$ cat config.mk
export PLATFORM = sky130hd
export DESIGN_NAME = image_header_dimension_parser_top
export DESIGN_NICKNAME = d
export VERILOG_FILES = /design/src/hdl/imghdr_pkg.sv /design/src/hdl/image_header_dimension_parser_top.sv /design/src/hdl/imghdr_core.sv /design/src/hdl/imghdr_out_stage.sv
export SDC_FILE = /design/constraint.sdc
export NUM_CORES = 1
export LEC_CHECK = 0
export BUFFER_PORTS_ARGS = -buffer_cell sky130_fd_sc_hd__buf_2
export CORE_ASPECT_RATIO = 0.75
export CORE_UTILIZATION = 50
export DETAILED_ROUTE_END_ITERATION = 16
export PLACE_DENSITY_LB_ADDON = 0.3
export RECOVER_POWER = 50
export REMOVE_ABC_BUFFERS = 1
export SKIP_LAST_GASP = 1
export SYNTH_ARGS = -nofsm -noshare
export SYNTH_HDL_FRONTEND = slang
export SYNTH_SLANG_ARGS = --single-unit
$ cat constraint.sdc
create_clock -name clk -period 7.9 [get_ports clk]
set_input_delay 0.395 -clock clk [delete_from_list [all_inputs] [get_ports clk]]
set_output_delay 0.395 -clock clk [all_outputs]
set_load 0.02 [all_outputs]
$ cat src/hdl/imghdr_pkg.sv
package imghdr_pkg;

    typedef logic [1:0] status_t;

    localparam status_t ST_FOUND  = 2'd0;
    localparam status_t ST_BADSEQ = 2'd1;
    localparam status_t ST_ZERO   = 2'd2;
    localparam status_t ST_NOTFND = 2'd3;

    localparam logic [7:0] BYTE_FILL = 8'hFF;
    localparam logic [7:0] BYTE_SOI  = 8'hD8;
    localparam logic [7:0] MARK_SOF0 = 8'hC0;
    localparam logic [7:0] MARK_SOF2 = 8'hC2;

    localparam logic [15:0] SOF_SKIP_LEN = 16'd3;
    localparam logic [15:0] LEN_MIN      = 16'd2;

    localparam logic [4:0] PNG_W_HI    = 5'd18;
    localparam logic [4:0] PNG_W_LO    = 5'd19;
    localparam logic [4:0] PNG_H_HI    = 5'd22;
    localparam logic [4:0] PNG_H_LO    = 5'd23;
    localparam logic [4:0] PNG_POS_MAX = 5'd31;

    typedef struct packed {
        logic        valid;
        logic [15:0] width;
        logic [15:0] height;
        status_t     status;
    } res_t;

endpackage

$ cat src/hdl/image_header_dimension_parser_top.sv
// Image header dimension parser: takes an image file one byte per beat and
// returns one beat with the picture width, height and a status code for each
// file (found, bad marker sequence, zero dimension, or file ended without
// sizes). The format bit, written via cfg_we and cfg_wdata, picks the JPEG
// marker walk (0) or the PNG fixed-offset read (1); write it only while the
// block is idle. start_of_file on a byte restarts the parse with that byte as
// byte 0; after the result of a file, further bytes are dropped until the next
// start mark. The block takes one byte every cycle while not stalled: each
// byte is held in an input register, and the parse core's phase update then
// feeds the result register once the output has room. Input beats
// stall only while a finished result is held at the output and not taken.
module image_header_dimension_parser_top (
    input  logic        clk,
    input  logic        rst_n,
    input  logic        cfg_we,
    input  logic        cfg_wdata,
    input  logic        in_valid,
    output logic        in_ready,
    input  logic [7:0]  data_byte,
    input  logic        start_of_file,
    input  logic        end_of_file,
    output logic        out_valid,
    input  logic        out_ready,
    output logic [15:0] width,
    output logic [15:0] height,
    output logic [1:0]  status
);

    logic             format_reg;
    logic             hold_valid_reg, hold_valid_next;
    logic [7:0]       hold_byte_reg;
    logic             hold_sof_reg;
    logic             hold_eof_reg;
    logic             room;
    logic             step_en;
    imghdr_pkg::res_t res;

    // Advance the held byte whenever the output stage can take a result.
    assign step_en  = hold_valid_reg && room;
    assign in_ready = !hold_valid_reg || room;

    assign hold_valid_next = (in_valid && in_ready) ? 1'b1 : (step_en ? 1'b0 : hold_valid_reg);

    always_ff @(posedge clk or negedge rst_n)
    begin
        if (!rst_n)
        begin
            format_reg     <= 1'b0;
            hold_valid_reg <= 1'b0;
        end
        else
        begin
            if (cfg_we)
            begin
                format_reg <= cfg_wdata;
            end
            hold_valid_reg <= hold_valid_next;
        end
    end

    // Input register: payload only, captured on each accepted beat.
    always_ff @(posedge clk)
    begin
        if (in_valid && in_ready)
        begin
            hold_byte_reg <= data_byte;
            hold_sof_reg  <= start_of_file;
            hold_eof_reg  <= end_of_file;
        end
    end

    imghdr_core u_core (
        .clk           (clk),
        .rst_n         (rst_n),
        .step_en       (step_en),
        .format_png    (format_reg),
        .data_byte     (hold_byte_reg),
        .start_of_file (hold_sof_reg),
        .end_of_file   (hold_eof_reg),
        .res           (res)
    );

    imghdr_out_stage u_out (
        .clk       (clk),
        .rst_n     (rst_n),
        .res       (res),
        .room      (room),
        .out_valid (out_valid),
        .out_ready (out_ready),
        .width     (width),
        .height    (height),
        .status    (status)
    );

endmodule

$ cat src/hdl/imghdr_core.sv
module imghdr_core (
    input  logic                clk,
    input  logic                rst_n,
    input  logic                step_en,
    input  logic                format_png,
    input  logic [7:0]          data_byte,
    input  logic                start_of_file,
    input  logic                end_of_file,
    output imghdr_pkg::res_t    res
);

    typedef enum logic [3:0] {
        PH_SCAN,
        PH_LEN_HI,
        PH_LEN_LO,
        PH_SKIP,
        PH_CHECK,
        PH_SOF_SKIP,
        PH_H_HI,
        PH_H_LO,
        PH_W_HI,
        PH_W_LO
    } phase_t;

    phase_t      phase_reg, phase_cur, phase_next;
    logic [15:0] skip_reg, skip_cur, skip_next;
    logic [4:0]  pos_reg, pos_cur, pos_next;
    logic [7:0]  hi_reg, hi_cur, hi_next;
    logic [15:0] height_reg, height_cur, height_next;
    logic [15:0] width_reg, width_cur, width_next;
    logic        given_reg, given_cur, given_next;
    logic [15:0] seg_len;
    logic        done;
    imghdr_pkg::status_t st;

    // Start of file clears the walk before the byte is taken as byte 0.
    always_comb
    begin
        phase_cur  = start_of_file ? PH_SCAN : phase_reg;
        skip_cur   = start_of_file ? 16'd0 : skip_reg;
        pos_cur    = start_of_file ? 5'd0 : pos_reg;
        hi_cur     = start_of_file ? 8'd0 : hi_reg;
        height_cur = start_of_file ? 16'd0 : height_reg;
        width_cur  = start_of_file ? 16'd0 : width_reg;
        given_cur  = start_of_file ? 1'b0 : given_reg;
    end

    always_comb
    begin
        phase_next  = phase_cur;
        skip_next   = skip_cur;
        pos_next    = pos_cur;
        hi_next     = hi_cur;
        height_next = height_cur;
        width_next  = width_cur;
        given_next  = given_cur;
        seg_len     = {hi_cur, data_byte};
        done        = 1'b0;
        st          = imghdr_pkg::ST_NOTFND;

        if (!given_cur)
        begin
            if (format_png)
            begin
                priority if (pos_cur == imghdr_pkg::PNG_W_HI)
                begin
                    hi_next = data_byte;
                end
                else if (pos_cur == imghdr_pkg::PNG_W_LO)
                begin
                    width_next = {hi_cur, data_byte};
                end
                else if (pos_cur == imghdr_pkg::PNG_H_HI)
                begin
                    hi_next = data_byte;
                end
                else if (pos_cur == imghdr_pkg::PNG_H_LO)
                begin
                    height_next = {hi_cur, data_byte};
                    done        = 1'b1;
                    st          = (height_next == 16'd0 || width_cur == 16'd0)
                                  ? imghdr_pkg::ST_ZERO : imghdr_pkg::ST_FOUND;
                end
                if (pos_cur < imghdr_pkg::PNG_POS_MAX)
                begin
                    pos_next = pos_cur + 5'd1;
                end
            end
            else
            begin
                unique case (phase_cur)
                    PH_SCAN:
                    begin
                        if (data_byte != imghdr_pkg::BYTE_FILL &&
                            data_byte != imghdr_pkg::BYTE_SOI)
                        begin
                            if (data_byte == imghdr_pkg::MARK_SOF0 ||
                                data_byte == imghdr_pkg::MARK_SOF2)
                            begin
                                skip_next  = imghdr_pkg::SOF_SKIP_LEN;
                                phase_next = PH_SOF_SKIP;
                            end
                            else
                            begin
                                phase_next = PH_LEN_HI;
                            end
                        end
                    end
                    PH_LEN_HI:
                    begin
                        hi_next    = data_byte;
                        phase_next = PH_LEN_LO;
                    end
                    PH_LEN_LO:
                    begin
                        if (seg_len < imghdr_pkg::LEN_MIN)
                        begin
                            done = 1'b1;
                            st   = imghdr_pkg::ST_BADSEQ;
                        end
                        else
                        begin
                            skip_next  = seg_len - imghdr_pkg::LEN_MIN;
                            phase_next = (seg_len == imghdr_pkg::LEN_MIN) ? PH_CHECK : PH_SKIP;
                        end
                    end
                    PH_SKIP:
                    begin
                        skip_next = skip_cur - 16'd1;
                        if (skip_next == 16'd0)
                        begin
                            phase_next = PH_CHECK;
                        end
                    end
                    PH_CHECK:
                    begin
                        if (data_byte != imghdr_pkg::BYTE_FILL)
                        begin
                            done = 1'b1;
                            st   = imghdr_pkg::ST_BADSEQ;
                        end
                        else
                        begin
                            phase_next = PH_SCAN;
                        end
                    end
                    PH_SOF_SKIP:
                    begin
                        skip_next = skip_cur - 16'd1;
                        if (skip_next == 16'd0)
                        begin
                            phase_next = PH_H_HI;
                        end
                    end
                    PH_H_HI:
                    begin
                        hi_next    = data_byte;
                        phase_next = PH_H_LO;
                    end
                    PH_H_LO:
                    begin
                        height_next = {hi_cur, data_byte};
                        phase_next  = PH_W_HI;
                    end
                    PH_W_HI:
                    begin
                        hi_next    = data_byte;
                        phase_next = PH_W_LO;
                    end
                    PH_W_LO:
                    begin
                        width_next = {hi_cur, data_byte};
                        done       = 1'b1;
                        st         = (height_cur == 16'd0 || width_next == 16'd0)
                                     ? imghdr_pkg::ST_ZERO : imghdr_pkg::ST_FOUND;
                    end
                    default:
                    begin
                        phase_next = PH_SCAN;
                    end
                endcase
            end

            if (done || end_of_file)
            begin
                given_next = 1'b1;
            end
        end
    end

    always_comb
    begin
        res.valid  = step_en && !given_cur && (done || end_of_file);
        res.status = done ? st : imghdr_pkg::ST_NOTFND;
        res.width  = (done && st == imghdr_pkg::ST_FOUND) ? width_next : 16'd0;
        res.height = (done && st == imghdr_pkg::ST_FOUND) ? height_next : 16'd0;
    end

    always_ff @(posedge clk or negedge rst_n)
    begin
        if (!rst_n)
        begin
            phase_reg  <= PH_SCAN;
            skip_reg   <= 16'd0;
            pos_reg    <= 5'd0;
            hi_reg     <= 8'd0;
            height_reg <= 16'd0;
            width_reg  <= 16'd0;
            given_reg  <= 1'b0;
        end
        else if (step_en)
        begin
            phase_reg  <= phase_next;
            skip_reg   <= skip_next;
            pos_reg    <= pos_next;
            hi_reg     <= hi_next;
            height_reg <= height_next;
            width_reg  <= width_next;
            given_reg  <= given_next;
        end
    end

endmodule

$ cat src/hdl/imghdr_out_stage.sv
module imghdr_out_stage (
    input  logic                clk,
    input  logic                rst_n,
    input  imghdr_pkg::res_t    res,
    output logic                room,
    output logic                out_valid,
    input  logic                out_ready,
    output logic [15:0]         width,
    output logic [15:0]         height,
    output logic [1:0]          status
);

    logic                valid_reg, valid_next;
    logic [15:0]         width_reg, height_reg;
    imghdr_pkg::status_t status_reg;

    // Room for a new beat when empty or when the held beat leaves now.
    assign room       = !valid_reg || out_ready;
    assign valid_next = res.valid ? 1'b1 : (out_ready ? 1'b0 : valid_reg);

    always_ff @(posedge clk or negedge rst_n)
    begin
        if (!rst_n)
        begin
            valid_reg <= 1'b0;
        end
        else
        begin
            valid_reg <= valid_next;
        end
    end

    always_ff @(posedge clk)
    begin
        if (res.valid)
        begin
            width_reg  <= res.width;
            height_reg <= res.height;
            status_reg <= res.status;
        end
    end

    assign out_valid = valid_reg;
    assign width     = width_reg;
    assign height    = height_reg;
    assign status    = status_reg;

endmodule

# [Word level (Yosys, flattened, before mapping)]
# Index checks and enable logic that the tools add are counted.
[classes] add_sub_neg=3 magnitude_cmp=2 n_eq_ne=18 n_reduce_logical=26 muxes=71
[ops] op="two-way mux 16 bit" count=20
[ops] op="zero test 16 bit" count=4
[ops] op="two-way mux 8 bit" count=7
[ops] op="one-hot mux 16 bit (3 select lines)" count=1
[ops] op="one-hot mux 4 bit (10 select lines)" count=1
[ops] op="two-way mux 4 bit" count=8
[ops] op="equality test 5 bit, second input constant" count=4
[ops] op="two-way mux 2 bit" count=10
[ops] op="two-way mux 5 bit" count=4
[ops] op="equality test 16 x 2 -> 1 bit, second input constant" count=1
[ops] op="equality test 4 x 3 -> 1 bit, second input constant" count=4
[ops] op="equality test 8 bit, second input constant" count=2
[ops] op="less-than comparator 16 x 2 -> 1 bit, second input constant" count=1
[ops] op="two-way mux 1 bit" count=16
[ops] op="inequality test 8 bit, second input constant" count=2
[ops] op="subtractor 16 x 1 -> 16 bit, second input constant" count=1
[ops] op="subtractor 16 x 2 -> 16 bit, second input constant" count=1
[ops] op="equality test 4 x 2 -> 1 bit, second input constant" count=2
[ops] op="equality test 4 bit, second input constant" count=2
[ops] op="logical OR 1 bit" count=7
[ops] op="logical AND 1 bit" count=6
[ops] op="two-way mux 3 bit" count=2
[ops] op="one-hot mux 2 bit (3 select lines)" count=1
[ops] op="adder 5 x 1 -> 5 bit, second input constant" count=1
[ops] op="other kinds (9)" count=12
[totals] in_bits=16 output_inout_bits=36 wordCells=136 reg_bits=113

# [Longest topological paths before layout]
[depth] depth_word=12 depth_mapped=14 depth_no_buf=10

# [Hierarchy]
# Synthesis repeated with hierarchy kept, for this count alone.
[hier_totals] hier_cells=648 area_unflattened_um2=6239.7
[modules_own_cells] mod="imghdr_core" cells_per_inst=594 seq_area_each_um2=1651.6 n_inst=1 area_per_inst_um2=4770.8
[modules_own_cells] mod="imghdr_out_stage" cells_per_inst=37 seq_area_each_um2=1046.0 n_inst=1 area_per_inst_um2=1068.5
[modules_own_cells] mod="image_header_dimension_parser_top" cells_per_inst=17 seq_area_each_um2=350.3 n_inst=1 area_per_inst_um2=400.4

# [Worst setup path before layout]
# Ideal clock, no wire load.
[synth_path] path_kind="reg-to-reg" from="register hold_sof_reg" to="register u_out.height_reg[0], in the netlist u_out.height[0], enable pin" setup_slack_ns=3.501 period_less_slack_ns=4.399 path_stages_with_launch=14 arrival_ns=3.974 setup_ns=0.426 required_time_ns=7.474 path_buffers=5 path_cell_list="edfxtp_1 -> clkbuf_1 -> buf_2 -> buf_1 -> buf_1 -> clkbuf_1 -> nor2b_1 -> ha_1 -> nor2_1 -> nand3_1 -> nand2_1 -> o41a_1 -> nor2_1 -> nor2_1"
[synth_between] elab_chain_cells=11 elab_cells_between_ends=25 cone_classes="order compare: 1; eq/ne: 7; mux: 13; reduce/logical: 4"
[synth_rtl] item="from (decl)" line="image_header_dimension_parser_top.sv:32" text="logic hold_sof_reg;"
[synth_rtl] item="from (signal assigned)" line="image_header_dimension_parser_top.sv:67" text="hold_sof_reg <= start_of_file;"
[synth_rtl] item="branches (longest 10 deep; another with less-than comparator 16 x 2 -> 1 bit)"
[synth_rtl] item="logical AND 1 bit *" line="imghdr_core.sv:193" text="res.valid = step_en && !given_cur && (done || end_of_file);"
[synth_rtl] item="to (signal assigned)" line="imghdr_out_stage.sv:38" text="height_reg <= res.height;"
[synth_rtl] item="to (decl)" line="imghdr_out_stage.sv:14" text="logic [15:0] width_reg, height_reg;"
# Mark *: on every way between the ends. The select of a mux whose other input is x is not followed.
# A chain may end at the register's enable or synchronous reset.

==> reports/metrics.cfg <==
[power]
finalPower_mw = 2.33
powerDensity_mw_per_mm2 = 316
p_leak_nw = 2.84
vdd_drop_max_mv = 0.184

[min_path]
hold_end = hold_sof_reg
hold_class = in2reg
hold_depth = 1
hp-start = start_of_file

[route]
dr_wl_met2_um = 7720
drtPass1Iterations = 6
met3_length_um = 1950
antenna_left = 0
wl_met1_um = 8810
vias = 5963
totalWireLength_um = 18700
wl_per_cell_um = 20.6
drtIter0Drc = 765
drc = 0
viasPerCell = 6.56
dr.max_layer_used = met4

[clock_tree]
cts_resized = 0
cts_setup_buffers = 0
cts_made_buffers = 17
htreeDepth = 4
cts_sinks = 113
hold_buffers = 0
clock_tree.buffer_depth = 2
cts_root_buf = clkbuf_16
clk_latency_ns = 0.41
tritoncts = done
clk_pin_slew_worst_paths_ns = 0.06

[status]
violations = capacitance limit, slew limit
status = complete, but fails checks

[die]
die_y_um = 101
io_pins = 52
die_width_um = 134
num_rows = 35
dieArea_mm2 = 0.0136
start_util = 0.523
core-area_mm2 = 0.0125

[sta]
period_share = 0.449
hold_viol_final = 0
worstMarginPinSlew_ns = 3.80
worst_slack_ns = 4.35
fmax_ghz = 0.282
final-setup-viol-count = 0
max_slew_margin = -1.53
slew_viol_final = 70
clock_skew_ns = 0.0102
finalCriticalPeriod_ns = 3.55
rsz0062_at_grt = false
setup_tns_ns = 0

[placed_design]
hpwl_um = 12400
dp_slack_ns = 4.52
port_buffers = 51
gp_congestion = 0.910

[synth]
syn_area_per_cell_um2 = 9.21
netlist_instances = 711
synth_seq_cells = 113
ys_warn_count = 0
synth_fa_ha_area_frac = 0.00956
synth_compound_gate_area_share = 0.236
synth_area_mm2 = 0.00655
synth_cell_type_count = 74
synth_top_family_by_area = compound AO/OA/AOI/OAI gates
synth-xor-area-share = 0.0227
synthMuxAreaShare = 0.00612
synth-simple-area-share = 0.212
synth_flop_cell = dfrtp_1
ys_async_sr_fraction = 0.611
synth_edf_count = 44
yosysSeqAreaShare = 0.466

[critical_path]
path_class = in2async
cpPeakStageDelay_ns = 2.64
reg2reg_depth = 10
crit_path_end_kind = async pin
path_cells = buf_2, clkbuf_1
worst-path-buf-inv = 2
r2r_start = hold_sof_reg
path_max_fanout = 69
r2r_slack_ns = 4.44
startpoint_type = input port
cp.required_ns = 7.53
crit_arrival_ns = 3.18
crit_slowest_cell = clkbuf_1
r2r_end = u_out.width[12]
cp_top_family = buffers and inverters

[global_routing]
grt_pass1_vias = 5356
grt_start_max_net_pins = 83
overflow = 0
antenna_found_initial = 0
grt_pass1_wl_um = 29300
grt_usage = 0.285

[layout]
area_growth_pct = 12.6
register_area_mm2 = 0.00305
multi_input_area_mm2 = 0.00320
antennaDiodeCount = 0
fillers = 1107
final_nets = 751
drive_above_1_share = 0.0902

[run]
maxCapViolCount = 1

## per-stage QoR
step	utilization	hold slack (ns)	instance area, um^2	cells
2_1_floorplan	-	0.0994	6300	653
3_3_place_gp	0.545	0.489	6830	877
3_5_place_dp	0.545	0.508	6830	877
4_1_cts	0.593	0.150	7420	909
5_1_grt	0.589	0.144	7370	909
6_report	0.589	0.154	7370	909
## area by class of cell
cell class	instances	share of cell area
tap	166	0.0282
timing repair buffer	58	0.0351
clock buffer	18	0.0596
sequential	113	0.413
inverter	17	0.00866
multi-input combinational	523	0.434
clock inverter	14	0.0210
## routing by layer
metal | track usage | vias up
li1 | - | 2709
met1 | 0.444 | 2882
met5 | 0 | -
met2 | 0.395 | 346
met3 | 0.0598 | 26
met4 | 0.0812 | 0
## power breakdown
group | internal, mW | leakage [nW] | switching (mW)
Sequential | 0.696 | 1.36 | 0.138
Combinational | 0.281 | 1.20 | 0.442
Clock | 0.477 | 0.288 | 0.295
Total | 1.45 | 2.84 | 0.876
## kinds of logic (layout without fill, tap and decap cells)
family | Yosys count | in the layout
buffers and inverters | 75 | 107
adders and majority gates | 5 | 5
DFF | 113 | 113
AOI/OAI and AO/OA | 228 | 228
xor gates and xnor gates | 17 | 17
and+or+nand+nor | 269 | 269
muxes | 4 | 4
## worst max path at each step
stage                 start              endpoint  slack (ns)  cells past startpoint
2_1_floorplan  hold_sof_reg  u_core.width_reg[10]        3.13                     10
3_3_place_gp   hold_sof_reg       u_out.height[0]        4.61                     12
3_5_place_dp   hold_sof_reg       u_out.height[3]        4.52                     12
4_1_cts        hold_sof_reg        u_out.width[1]        4.48                     10
5_1_grt               rst_n      u_core.hi_reg[0]        3.43                      2
6_report              rst_n      u_core.hi_reg[2]        4.35                      2
## Yosys cell counts (4+ instances only)
master | n | area share
xor2_1 | 7 | 0.0094
o32ai_1 | 4 | 0.0054
buf_2 | 4 | 0.0031
inv_1 | 15 | 0.0086
nand2b_1 | 8 | 0.0076
and2_1 | 6 | 0.0057
ha_1 | 5 | 0.0096
nor2_1 | 49 | 0.028
nand2_1 | 82 | 0.047
xnor2_1 | 10 | 0.013
o21ai_0 | 40 | 0.031
nor3_1 | 20 | 0.015
a31oi_1 | 4 | 0.0038
a21oi_1 | 63 | 0.048
or3_1 | 5 | 0.0048
edfxtp_1 | 44 | 0.20
o21ai_1 | 4 | 0.0031
a22o_1 | 35 | 0.047
nor2b_1 | 10 | 0.0096
a21o_1 | 6 | 0.0069
and4_1 | 5 | 0.0067
o31ai_1 | 6 | 0.0069
a21boi_0 | 7 | 0.0080
nand4_1 | 7 | 0.0067
a22oi_1 | 7 | 0.0080
nand3_1 | 18 | 0.014
nor4_1 | 21 | 0.020
nand3b_1 | 6 | 0.0069
or4_1 | 4 | 0.0046
o31a_1 | 6 | 0.0080
o22ai_1 | 10 | 0.0096
dfrtp_1 | 69 | 0.26
nor3b_1 | 9 | 0.010
mux2i_1 | 4 | 0.0061
and3_1 | 6 | 0.0057
clkbuf_1 | 48 | 0.028
## worst reg2reg max path, stage by stage, from the launching register on
cell and delay (ns):
edfxtp_1 0.32, buf_4 0.60, nor2b_1 0.19, ha_1 0.27
nor2_1 0.19, nand4_1 0.22, a2bb2oi_1 0.22, o32ai_1 0.29
nand3b_1 0.45, buf_4 0.39, a21oi_1 0.17
## cell usage in the layout (no fill, tap or decap), types with 5 or more instances in the layout
master and n:
a21oi_1 63, a21o_1 6, ha_1 5, and2_1 5
buf_2 15, nor3_1 20, clkbuf_1 37, xor2_1 7
xnor2_1 10, nand4_1 7, and4_1 5, dfrtp_1 69
nand2_1 82, a22oi_1 7, clkbuf_16 17, and3_1 6
or3_1 5, nor2b_1 10, o22ai_1 10, nor2_1 48
nor3b_1 9, o31ai_1 6, buf_4 6, nand3b_1 6
nand3_1 18, edfxtp_1 44, inv_1 15, nand2b_1 8
o21ai_0 40, a22o_1 35, nor4_1 21, a21boi_0 7
o31a_1 6
(Power assumes the default switching activity.)
